==> src/rtl/core/sctk_pkg.sv <==
// ----------------------------------------------------------------------------
// sctk_pkg
// Shared types and constants for the scan-code ring buffer key tracker.
// ----------------------------------------------------------------------------
package sctk_pkg;

	localparam int BUFFER_DEPTH_DEF = 64;
	localparam int CODE_W           = 8;
	localparam int KEY_W            = 7;
	localparam int FILL_W           = 7;

	localparam logic [KEY_W-1:0] TRACKED_RESET = 7'h1E;

	localparam logic CMD_PUSH = 1'b0;
	localparam logic CMD_POP  = 1'b1;

	// controller to datapath commands, at most one active per cycle
	typedef struct packed {
		logic push;       // store a byte at the tail
		logic pop;        // read the head byte, move the head
		logic pop_empty;  // pop on an empty buffer, report only
		logic pop_load;   // head byte is back from memory, load the result
	} dp_cmd_t;

	typedef struct packed {
		logic empty;
		logic full;
	} dp_status_t;

endpackage

==> src/rtl/core/scancode_ring_buffer_key_tracker.sv <==
// ----------------------------------------------------------------------------
// scancode_ring_buffer_key_tracker
// Scan-code ring buffer that overwrites the oldest byte when full, with the
// up/down state of one tracked key decoded on pop.
// ----------------------------------------------------------------------------
//
//  channel | handshake            | payload
//  --------+----------------------+---------------------------------------------
//  in      | in_valid / in_stall  | cmd, scan_byte
//  out     | out_valid / out_stall| popped_code, popped_valid, overwrote_oldest,
//          |                      | buffer_empty, fill_count, key_pressed
//  cfg     | cfg_we               | cfg_wdata (tracked_code)
//
// A push or a pop of an empty buffer loads the result register directly; a pop
// of a held byte goes through the registered read port of the byte store first.
// One item is in flight at a time; a held-byte pop stalls the input during
// the read. The next beat is taken in the cycle the waiting result leaves
// the output register.
// Reset clears pointers, count and key state at once; the store needs no
// clearing pass. A stalled output holds the result and stalls the input.
module scancode_ring_buffer_key_tracker #(
	parameter int BUFFER_DEPTH = sctk_pkg::BUFFER_DEPTH_DEF
) (
	input  logic                          clk,
	input  logic                          arst_n,
	input  logic                          in_valid,
	output logic                          in_stall,
	input  logic                          cmd,
	input  logic [sctk_pkg::CODE_W-1:0]   scan_byte,
	output logic                          out_valid,
	input  logic                          out_stall,
	output logic [sctk_pkg::CODE_W-1:0]   popped_code,
	output logic                          popped_valid,
	output logic                          overwrote_oldest,
	output logic                          buffer_empty,
	output logic [sctk_pkg::FILL_W-1:0]   fill_count,
	output logic                          key_pressed,
	input  logic                          cfg_we,
	input  logic [sctk_pkg::KEY_W-1:0]    cfg_wdata
);
	import sctk_pkg::*;

	dp_cmd_t    dp_cmd;
	dp_status_t status;

	sctk_ctrl u_ctrl (
		.clk       (clk),
		.arst_n    (arst_n),
		.in_valid  (in_valid),
		.in_stall  (in_stall),
		.cmd       (cmd),
		.out_valid (out_valid),
		.out_stall (out_stall),
		.status    (status),
		.dp_cmd    (dp_cmd)
	);

	sctk_dpath #(
		.BUFFER_DEPTH (BUFFER_DEPTH)
	) u_dpath (
		.clk              (clk),
		.arst_n           (arst_n),
		.dp_cmd           (dp_cmd),
		.status           (status),
		.scan_byte        (scan_byte),
		.cfg_we           (cfg_we),
		.cfg_wdata        (cfg_wdata),
		.popped_code      (popped_code),
		.popped_valid     (popped_valid),
		.overwrote_oldest (overwrote_oldest),
		.buffer_empty     (buffer_empty),
		.fill_count       (fill_count),
		.key_pressed      (key_pressed)
	);

	a_cmd_onehot: assert property (@(posedge clk) disable iff (!arst_n)
		$onehot0({dp_cmd.push, dp_cmd.pop, dp_cmd.pop_empty, dp_cmd.pop_load}))
		else $error("more than one datapath command in a cycle");

	a_pop_load: assert property (@(posedge clk) disable iff (!arst_n)
		dp_cmd.pop |=> dp_cmd.pop_load)
		else $error("memory read not followed by result load");

	a_full_overwrite: assert property (@(posedge clk) disable iff (!arst_n)
		dp_cmd.push && status.full |=> status.full && out_valid && overwrote_oldest)
		else $error("push into full buffer not reported as overwrite");

	a_pop_no_overwrite: assert property (@(posedge clk) disable iff (!arst_n)
		out_valid && popped_valid |-> !overwrote_oldest && !in_stall == !out_stall)
		else $error("pop result flagged as overwrite");

endmodule

==> src/rtl/core/sctk_ctrl.sv <==
// ----------------------------------------------------------------------------
// sctk_ctrl
// Controller: input/output handshake and the pop sequencing.
// ----------------------------------------------------------------------------
module sctk_ctrl (
	input  logic                  clk,
	input  logic                  arst_n,
	input  logic                  in_valid,
	output logic                  in_stall,
	input  logic                  cmd,
	output logic                  out_valid,
	input  logic                  out_stall,
	input  sctk_pkg::dp_status_t  status,
	output sctk_pkg::dp_cmd_t     dp_cmd
);
	import sctk_pkg::*;

	localparam logic ST_IDLE = 1'b0;
	localparam logic ST_POP  = 1'b1;

	logic state_q;
	logic state_d;
	logic out_valid_q;
	logic in_accept;
	logic out_load;

	// output register is free when empty or being taken this cycle
	assign in_stall  = (state_q != ST_IDLE) || (out_valid_q && out_stall);
	assign in_accept = in_valid && !in_stall;

	always_comb begin
		dp_cmd.push      = in_accept && (cmd == CMD_PUSH);
		dp_cmd.pop       = in_accept && (cmd == CMD_POP) && !status.empty;
		dp_cmd.pop_empty = in_accept && (cmd == CMD_POP) && status.empty;
		dp_cmd.pop_load  = (state_q == ST_POP);
	end

	assign out_load = dp_cmd.push || dp_cmd.pop_empty || dp_cmd.pop_load;

	always_comb begin
		state_d = state_q;
		case (state_q)
			ST_IDLE: begin
				if (dp_cmd.pop) begin
					state_d = ST_POP;
				end
			end
			ST_POP: begin
				state_d = ST_IDLE;
			end
			default: begin
				state_d = ST_IDLE;
			end
		endcase
	end

	always_ff @(posedge clk or negedge arst_n) begin
		if (!arst_n) begin
			state_q     <= ST_IDLE;
			out_valid_q <= 1'b0;
		end else begin
			state_q <= state_d;
			if (out_load) begin
				out_valid_q <= 1'b1;
			end else if (!out_stall) begin
				out_valid_q <= 1'b0;
			end
		end
	end

	assign out_valid = out_valid_q;

endmodule

==> src/rtl/core/sctk_dpath.sv <==
// ----------------------------------------------------------------------------
// sctk_dpath
// Datapath: byte store, head/tail pointers, fill count, key state, result.
// ----------------------------------------------------------------------------
module sctk_dpath #(
	parameter int BUFFER_DEPTH = sctk_pkg::BUFFER_DEPTH_DEF
) (
	input  logic                          clk,
	input  logic                          arst_n,
	input  sctk_pkg::dp_cmd_t             dp_cmd,
	output sctk_pkg::dp_status_t          status,
	input  logic [sctk_pkg::CODE_W-1:0]   scan_byte,
	input  logic                          cfg_we,
	input  logic [sctk_pkg::KEY_W-1:0]    cfg_wdata,
	output logic [sctk_pkg::CODE_W-1:0]   popped_code,
	output logic                          popped_valid,
	output logic                          overwrote_oldest,
	output logic                          buffer_empty,
	output logic [sctk_pkg::FILL_W-1:0]   fill_count,
	output logic                          key_pressed
);
	import sctk_pkg::*;

	localparam int AW = $clog2(BUFFER_DEPTH);
	localparam int CW = $clog2(BUFFER_DEPTH + 1);

	localparam logic [AW-1:0] PTR_LAST = AW'(BUFFER_DEPTH - 1);
	localparam logic [CW-1:0] CNT_FULL = CW'(BUFFER_DEPTH);

	logic [CODE_W-1:0] mem [BUFFER_DEPTH];
	logic [CODE_W-1:0] rd_data_q;

	logic [AW-1:0]     head_q;
	logic [AW-1:0]     tail_q;
	logic [CW-1:0]     count_q;
	logic              key_pressed_q;
	logic [KEY_W-1:0]  tracked_q;

	logic [AW-1:0]     head_inc;
	logic [AW-1:0]     tail_inc;
	logic [CW-1:0]     count_push;
	logic              key_next;

	logic [CODE_W-1:0] popped_code_q;
	logic              popped_valid_q;
	logic              overwrote_q;
	logic              empty_q;
	logic [FILL_W-1:0] fill_q;
	logic              key_out_q;

	assign status.empty = (count_q == '0);
	assign status.full  = (count_q == CNT_FULL);

	assign head_inc   = (head_q == PTR_LAST) ? '0 : head_q + 1'b1;
	assign tail_inc   = (tail_q == PTR_LAST) ? '0 : tail_q + 1'b1;
	assign count_push = status.full ? count_q : count_q + 1'b1;

	// a matching byte sets the key state from its release bit
	always_comb begin
		key_next = key_pressed_q;
		if (rd_data_q[KEY_W-1:0] == tracked_q) begin
			key_next = ~rd_data_q[CODE_W-1];
		end
	end

	// when full, tail equals head, so the tail write overwrites the oldest
	always_ff @(posedge clk) begin
		if (dp_cmd.push) begin
			mem[tail_q] <= scan_byte;
		end
		if (dp_cmd.pop) begin
			rd_data_q <= mem[head_q];
		end
	end

	always_ff @(posedge clk or negedge arst_n) begin
		if (!arst_n) begin
			head_q        <= '0;
			tail_q        <= '0;
			count_q       <= '0;
			key_pressed_q <= 1'b0;
			tracked_q     <= TRACKED_RESET;
		end else begin
			if (cfg_we) begin
				tracked_q <= cfg_wdata;
			end
			if (dp_cmd.push) begin
				tail_q  <= tail_inc;
				count_q <= count_push;
				if (status.full) begin
					head_q <= head_inc;
				end
			end
			if (dp_cmd.pop) begin
				head_q  <= head_inc;
				count_q <= count_q - 1'b1;
			end
			if (dp_cmd.pop_load) begin
				key_pressed_q <= key_next;
			end
		end
	end

	// result register
	always_ff @(posedge clk) begin
		if (dp_cmd.push) begin
			popped_code_q  <= '0;
			popped_valid_q <= 1'b0;
			overwrote_q    <= status.full;
			empty_q        <= 1'b0;
			fill_q         <= FILL_W'(count_push);
			key_out_q      <= key_pressed_q;
		end else if (dp_cmd.pop_empty) begin
			popped_code_q  <= '0;
			popped_valid_q <= 1'b0;
			overwrote_q    <= 1'b0;
			empty_q        <= 1'b1;
			fill_q         <= '0;
			key_out_q      <= key_pressed_q;
		end else if (dp_cmd.pop_load) begin
			popped_code_q  <= rd_data_q;
			popped_valid_q <= 1'b1;
			overwrote_q    <= 1'b0;
			empty_q        <= status.empty;
			fill_q         <= FILL_W'(count_q);
			key_out_q      <= key_next;
		end
	end

	assign popped_code      = popped_code_q;
	assign popped_valid     = popped_valid_q;
	assign overwrote_oldest = overwrote_q;
	assign buffer_empty     = empty_q;
	assign fill_count       = fill_q;
	assign key_pressed      = key_out_q;

endmodule
==> config.mk <==
export PLATFORM = sky130hd
export DESIGN_NAME = scancode_ring_buffer_key_tracker
export DESIGN_NICKNAME = d
export VERILOG_FILES = /design/src/rtl/core/sctk_pkg.sv /design/src/rtl/core/scancode_ring_buffer_key_tracker.sv /design/src/rtl/core/sctk_ctrl.sv /design/src/rtl/core/sctk_dpath.sv
export SDC_FILE = /design/constraint.sdc
export NUM_CORES = 1
export LEC_CHECK = 0
export ABC_AREA = 1
export BUFFER_PORTS_ARGS = -buffer_cell sky130_fd_sc_hd__buf_2
export CAP_MARGIN = 15
export CORE_AREA = 5 5 292 294
export DETAILED_ROUTE_END_ITERATION = 8
export DIE_AREA = 0 0 297 299
export GPL_TIMING_DRIVEN = 1
export SLEW_MARGIN = 20
export SYNTH_ARGS = -nofsm -noshare
export SYNTH_HDL_FRONTEND = slang
export SYNTH_HIERARCHICAL = 1
export SYNTH_SLANG_ARGS = --single-unit
==> constraint.sdc <==
create_clock -name clk -period 6.7 [get_ports clk]
set_input_delay 0 -clock clk [delete_from_list [all_inputs] [get_ports clk]]
set_output_delay 0 -clock clk [all_outputs]
set_load 0.01 [all_outputs]
---- Word level (Yosys, flattened, before mapping) ----
Memories as Yosys holds them, arrays and structs flattened. A register that Yosys moved wholly into a read port is not among the register bits.
Index checks and enable logic that the tools add are counted.
Widths: inputs -> output; s select.
word-level totals
  logic and storage cells ................. 70
  RAM bits ................................ 512
  memories ................................ 1
  input port bits ......................... 21
  output and inout port bits .............. 21
  register bits after elaboration ......... 48
cells by class
  muxes and demuxes ....................... 26
  eq/ne operators ......................... 5
  $add $sub $neg .......................... 4
  reduce and logical (&&, ||, !) cells .... 18
  bitwise logic cells ..................... 3
memory list
  memory       depth  bits a word  read ports  clocked after Yosys merged registers in  write ports  RTL line          RTL
  u_dpath.mem  64     8            1           1                                        1            sctk_dpath.sv:30  logic [CODE_W-1:0] mem [BUFFER_DEPTH];
operator list
  operator             number
  $mux 7               6
  $mux 6               5
  $mux 1               14
  $add 6x1->6 const B  2
  $eq 6x6->1 const B   2
  $add 7x1->7 const B  1
  $eq 7x7->1           1
  $eq 7x7->1 const B   1
  $logic_not 7->1      1
  $sub 7x1->7 const B  1
  $logic_and 1x1->1    6
  $reduce_bool 2->1    3
  $logic_or 1x1->1     3
  $not 1->1            3
  $reduce_bool 3->1    1
  $logic_not 1->1      2
  $ne 2x1->1 const B   1
  $pmux 1 s2           1
  $reduce_and 2->1     1
  $reduce_or 2->1      1

---- Depth between registers and ports, before layout ----
  word-level depth ........................ 9
  mapped depth ............................ 14
  depth with buffers taken out ............ 13

---- Modules after synthesis ----
The synthesis kept the hierarchy.
by module, submodules not included
  module      times used  sequential area each (µm²)  cells an instance  area an instance (µm²)
  sctk_dpath  1           16766.1                     2354               24292.0
  sctk_ctrl   1           50.0                        15                 111.4

---- Worst setup path before layout ----
No wires, ideal clock.
  path type ............................... reg2reg
  start ................................... reg u_dpath.count_q[0]
  end ..................................... reg u_dpath.head_q[2]
  required time ........................... 6.565 ns
  path slack .............................. 4.266 ns
  arrival time ............................ 2.299 ns
  setup time .............................. 0.135 ns
  clock period less this slack ............ 2.434 ns
  buffers on the path ..................... 1
  cell stages (with the launch flop) ...... 13
  cell sequence ........................... dfrtp_1 > inv_1 > ha_1 > nand4_1 > inv_1 > nand2_1 > inv_1 > nor2_1 > clkbuf_1 > inv_1 > nand2_1 > nand2_1 > xor2_1
RTL lines
  what                    RTL line          RTL
  start, declared         sctk_dpath.sv:35  logic [CW-1:0] count_q;
  start signal, assigned  sctk_dpath.sv:89  count_q <= count_push;
  start signal, assigned  sctk_dpath.sv:96  count_q <= count_q - 1'b1;
  end signal, assigned    sctk_dpath.sv:91  head_q <= head_inc;
  end signal, assigned    sctk_dpath.sv:95  head_q <= head_inc;
  end, declared           sctk_dpath.sv:33  logic [AW-1:0] head_q;

==> impl_results.rst <==
.. list-table::
   :header-rows: 1

   * - Metric
     - Value
   * - Final #Nets
     - roughly 2400
   * - Proportion of synthesized chip area in sequential cells
     - 0.6891
   * - Detailed-routing iteration count for the pre-antenna-repair pass
     - 5
   * - XOR/XNOR Fraction of Synth Area
     - 0.005742
   * - Largest family of logic cells by synthesized area
     - simple AND/OR/NAND/NOR gates
   * - Highest net fanout along the worst path
     - between 100 and 150
   * - LEAKAGE
     - between 10 and 15 nW
   * - Number of global-route vias before repair
     - between 15000 and 20000
   * - Highest-count cells in the layout ignoring fill and taps
     - sky130_fd_sc_hd__nand2_1 (723), sky130_fd_sc_hd__edfxtp_1 (529), sky130_fd_sc_hd__inv_1 (279)
   * - Average cell area after synthesis
     - 10.30 um2
   * - Final critical-path share of the clock period
     - 0.5207
   * - Yosys Warn Count
     - 6
   * - Adder-Cell Fraction of Synth Area
     - 0.002051
   * - Via-per-instance ratio
     - roughly 4.5
   * - GP Congestion
     - just under 0.8
   * - Worst-case headroom to the max-slew limit
     - 0.3140
   * - Core Region
     - 0.08263 mm2
   * - Final clock skew
     - around 0.018 ns
   * - Number of setup violations in the final report
     - 0
   * - Worst setup path category
     - flip-flop to flip-flop
   * - Pre-CTS setup slack
     - 3.278 ns
   * - FF+latch area
     - about 0.017 mm2
   * - Transition at the pin with the smallest max-transition slack
     - roughly 1.0 ns
   * - All-layer global routing usage
     - 0.1324
   * - Highest ir drop seen on vdd
     - around 0.00026 V
   * - Mean routed wirelength per cell
     - ~17 um
   * - Worst hold path class
     - primary input to asynchronous set/reset pin
   * - Number of buffers created by CTS
     - 58
   * - Number of pins exceeding their max-slew limit in the final report
     - 0
   * - Number of antenna violations at the first check in global routing
     - 2
   * - Register bit total from synthesis
     - ~570
   * - Total power per unit cell area
     - 377.8 mW/mm2
   * - Overall power consumption
     - roughly 10 mW
   * - Final setup TNS
     - 0 ns
   * - Number of routed nets with antenna violations
     - 0
   * - Die X-Extent
     - roughly 300 um
   * - Endpoint class of the critical path
     - flip-flop
   * - Max-cap violations
     - 0
   * - Layout-stage area growth over the synthesis result
     - 13.29%
   * - Run status
     - finished, final reports clean
   * - Clock net sink count
     - between 500 and 600
   * - Simple-gate share of the synthesized area
     - 0.2068
   * - Aggregate global routing overflow
     - 0
   * - Arrival time of the worst setup path
     - 3.84 ns
   * - First-pass GRT wire length
     - just over 90 mm
   * - Fraction of final layout cells sized beyond drive strength 1
     - 0.06495
   * - Synth unique cells
     - 32
   * - Achievable frequency
     - between 200 and 300 MHz
   * - Resize count post-CTS
     - 0
   * - Die Ht
     - 299 um
   * - Drt drc
     - 0
   * - Filler Cell Count
     - ~8000
   * - Area of the multi-input gates
     - 0.005988 mm2
   * - Critical Path Most Common Cell
     - sky130_fd_sc_hd__nand2_1
   * - Number of rows in the core area
     - 106
   * - Number of standard cells after synthesis
     - roughly 2400
   * - Num ports
     - 42
   * - Startpoint type of the worst setup path
     - flip-flop
   * - Post-synth net total
     - 2394
   * - Cell Chain, Critical Path
     - inv_6, buf_12, nand2_1, nand3_1, nand2_1, nand2_1, nand2_1, nor2_1, nand2_1, nand3_1, nand2_1
   * - Initial core utilization
     - 0.2953
   * - Number of buffers on the longest clock path
     - 3
   * - Maximum number of pins on one net before global-route repair
     - ~130
   * - Final period demand of the worst path
     - 3.489 ns
   * - Total routed wirelength
     - approximately 61 mm
   * - Compound-Gate Fraction of Synth Area
     - 0.02830
   * - Total via count after detailed routing
     - about 16000
   * - Final hold violation count
     - 0
   * - Number of input and output port buffers inserted
     - ~40
   * - TritonCTS clock tree
     - built
   * - Clock Root Buffer
     - sky130_fd_sc_hd__clkbuf_16
   * - Leading cell type in the layout, fill and taps excluded
     - sky130_fd_sc_hd__nand2_1
   * - Crit path max-delay cell type
     - sky130_fd_sc_hd__inv_6
   * - Req. time, crit path
     - a little over 7 ns
   * - Number of design-rule violations left by the first detailed-router iteration
     - ~1400
   * - Number of H-tree branching levels
     - 2
   * - Synthesized cell area
     - 0.02440 mm2
   * - Clock latency reported for the late side of the worst-skew pair
     - 0.61 ns
   * - Die area
     - between 0.08 and 0.09 mm2
   * - Peak per-stage delay on the critical path
     - between 0.7 and 0.8 ns
   * - Setup repair after global routing missed its margin
     - false
   * - Post-detail-place hpwl
     - between 30 and 40 mm
   * - Clk pin slew, worst setup/hold paths
     - 0.06 ns
   * - Multiplexer fraction of the synthesized cell area
     - 0.002307
   * - Final critical-path setup slack
     - approximately 3.2 ns
[flip-flops by register name, indices dropped and copies added, names as in the netlist, 6 cells and up]
signal               flops
u_dpath/mem            512
u_dpath/tail_q           6
u_dpath/tracked_q        7
u_dpath/popped_code      8
u_dpath/head_q           6
u_dpath/count_q          7
u_dpath/rd_data_q        8
u_dpath/fill_count       7
[kinds of logic (layout without fill, tap and decap cells)]
logic type	after synthesis	in the layout
adder cells (fa/ha/maj)	4	4
XOR/XNOR	16	16
flip-flops	568	568
other	0	2
AND/OR/NAND/NOR	1247	1247
multiplexers	5	5
AO/OA/AOI/OAI	134	134
buffers and inverters	395	474
[cells in the mapped netlist]
cell	n	area share
sky130_fd_sc_hd__a21o_1	1	0.00031
sky130_fd_sc_hd__a21oi_1	32	0.0066
sky130_fd_sc_hd__a22oi_1	2	0.00062
sky130_fd_sc_hd__and3_1	1	0.00026
sky130_fd_sc_hd__buf_1	10	0.0015
sky130_fd_sc_hd__buf_2	43	0.0088
sky130_fd_sc_hd__buf_4	18	0.0055
sky130_fd_sc_hd__clkbuf_1	37	0.0057
sky130_fd_sc_hd__clkinv_1	4	0.00062
sky130_fd_sc_hd__dfrtp_1	25	0.026
sky130_fd_sc_hd__dfstp_2	4	0.0043
sky130_fd_sc_hd__dfxtp_1	10	0.0082
sky130_fd_sc_hd__edfxtp_1	529	0.65
sky130_fd_sc_hd__ha_1	4	0.0021
sky130_fd_sc_hd__inv_1	280	0.043
sky130_fd_sc_hd__inv_2	3	0.00046
sky130_fd_sc_hd__mux2_2	5	0.0023
sky130_fd_sc_hd__nand2_1	723	0.11
sky130_fd_sc_hd__nand3_1	263	0.054
sky130_fd_sc_hd__nand4_1	3	0.00077
sky130_fd_sc_hd__nor2_1	245	0.038
sky130_fd_sc_hd__nor2_2	1	0.00026
sky130_fd_sc_hd__nor3_1	4	0.00082
sky130_fd_sc_hd__nor3b_1	1	0.00031
sky130_fd_sc_hd__o211ai_1	3	0.00092
sky130_fd_sc_hd__o21a_1	1	0.00031
sky130_fd_sc_hd__o21ai_0	63	0.013
sky130_fd_sc_hd__o21ai_1	30	0.0062
sky130_fd_sc_hd__o22ai_1	2	0.00051
sky130_fd_sc_hd__or2_2	6	0.0015
sky130_fd_sc_hd__xnor2_1	4	0.0014
sky130_fd_sc_hd__xor2_1	12	0.0043
[stage by stage]
step	util	std cells	area, um2	hold WS, ns
final	0.3346	3530	27650	0.01709
after CTS	0.3345	3528	27640	0.006527
after global placement	0.3100	3402	25620	0.1337
after floorplan	-	2369	24400	-0.2956
after global routing	0.3345	3528	27640	0.07202
after detailed placement	0.3100	3402	25620	0.1231
[area by class of cell]
class,instances,share of cell area
Multi-Input combinational cell,1406,0.2166
Tap cell,1080,0.04888
Clock inverter,28,0.009323
Clock buffer,75,0.05558
Timing Repair Buffer,84,0.02163
Antenna cell,2,0.0001810
Inverter,287,0.03924
Sequential cell,568,0.6086
[report_power, final]
group,total (mW),switching (mW),internal (mW)
registers,4.29,0.239,4.05
logic,3.05,2.16,0.894
clock network,3.10,1.31,1.79
[per-layer routing]
layer  part of all wire  global-route usage
met1               0.44              0.1836
met2               0.46              0.2143
met3              0.071             0.02158
met4              0.026             0.04162
met5                  0                   0
[worst max-delay path, delay by kind of cell, from the launching register on]
family | cells | cell delay [ns]
flip-flops | 1 | 0.69
AND/OR/NAND/NOR | 9 | 1.00
buffers and inverters | 2 | 1.26
[repair_timing]
action                                 4_1_cts  5_1_grt
setup buffers                                0        0
hold buffers                                23        0
endpoints found under the hold margin       44        0
[worst paths after layout]
kind	slack [ns]	to	start	depth (start not counted)
max	3.21	u_dpath/rd_data_q[0]	u_dpath/head_q[0]	11
min	0.02	u_dpath/count_q[4]	arst_n	2
max reg2reg	3.21	u_dpath/rd_data_q[0]	u_dpath/head_q[0]	11
min reg2reg	0.46	u_dpath/popped_code[2]	u_dpath/popped_code[2]	2
max in group asynchronous	6.08	u_dpath/head_q[1]	arst_n	2
min in group clk	0.11	u_dpath/mem[13][1]	scan_byte[1]	2
No activity file was read; power rests on OpenSTA's default activity.
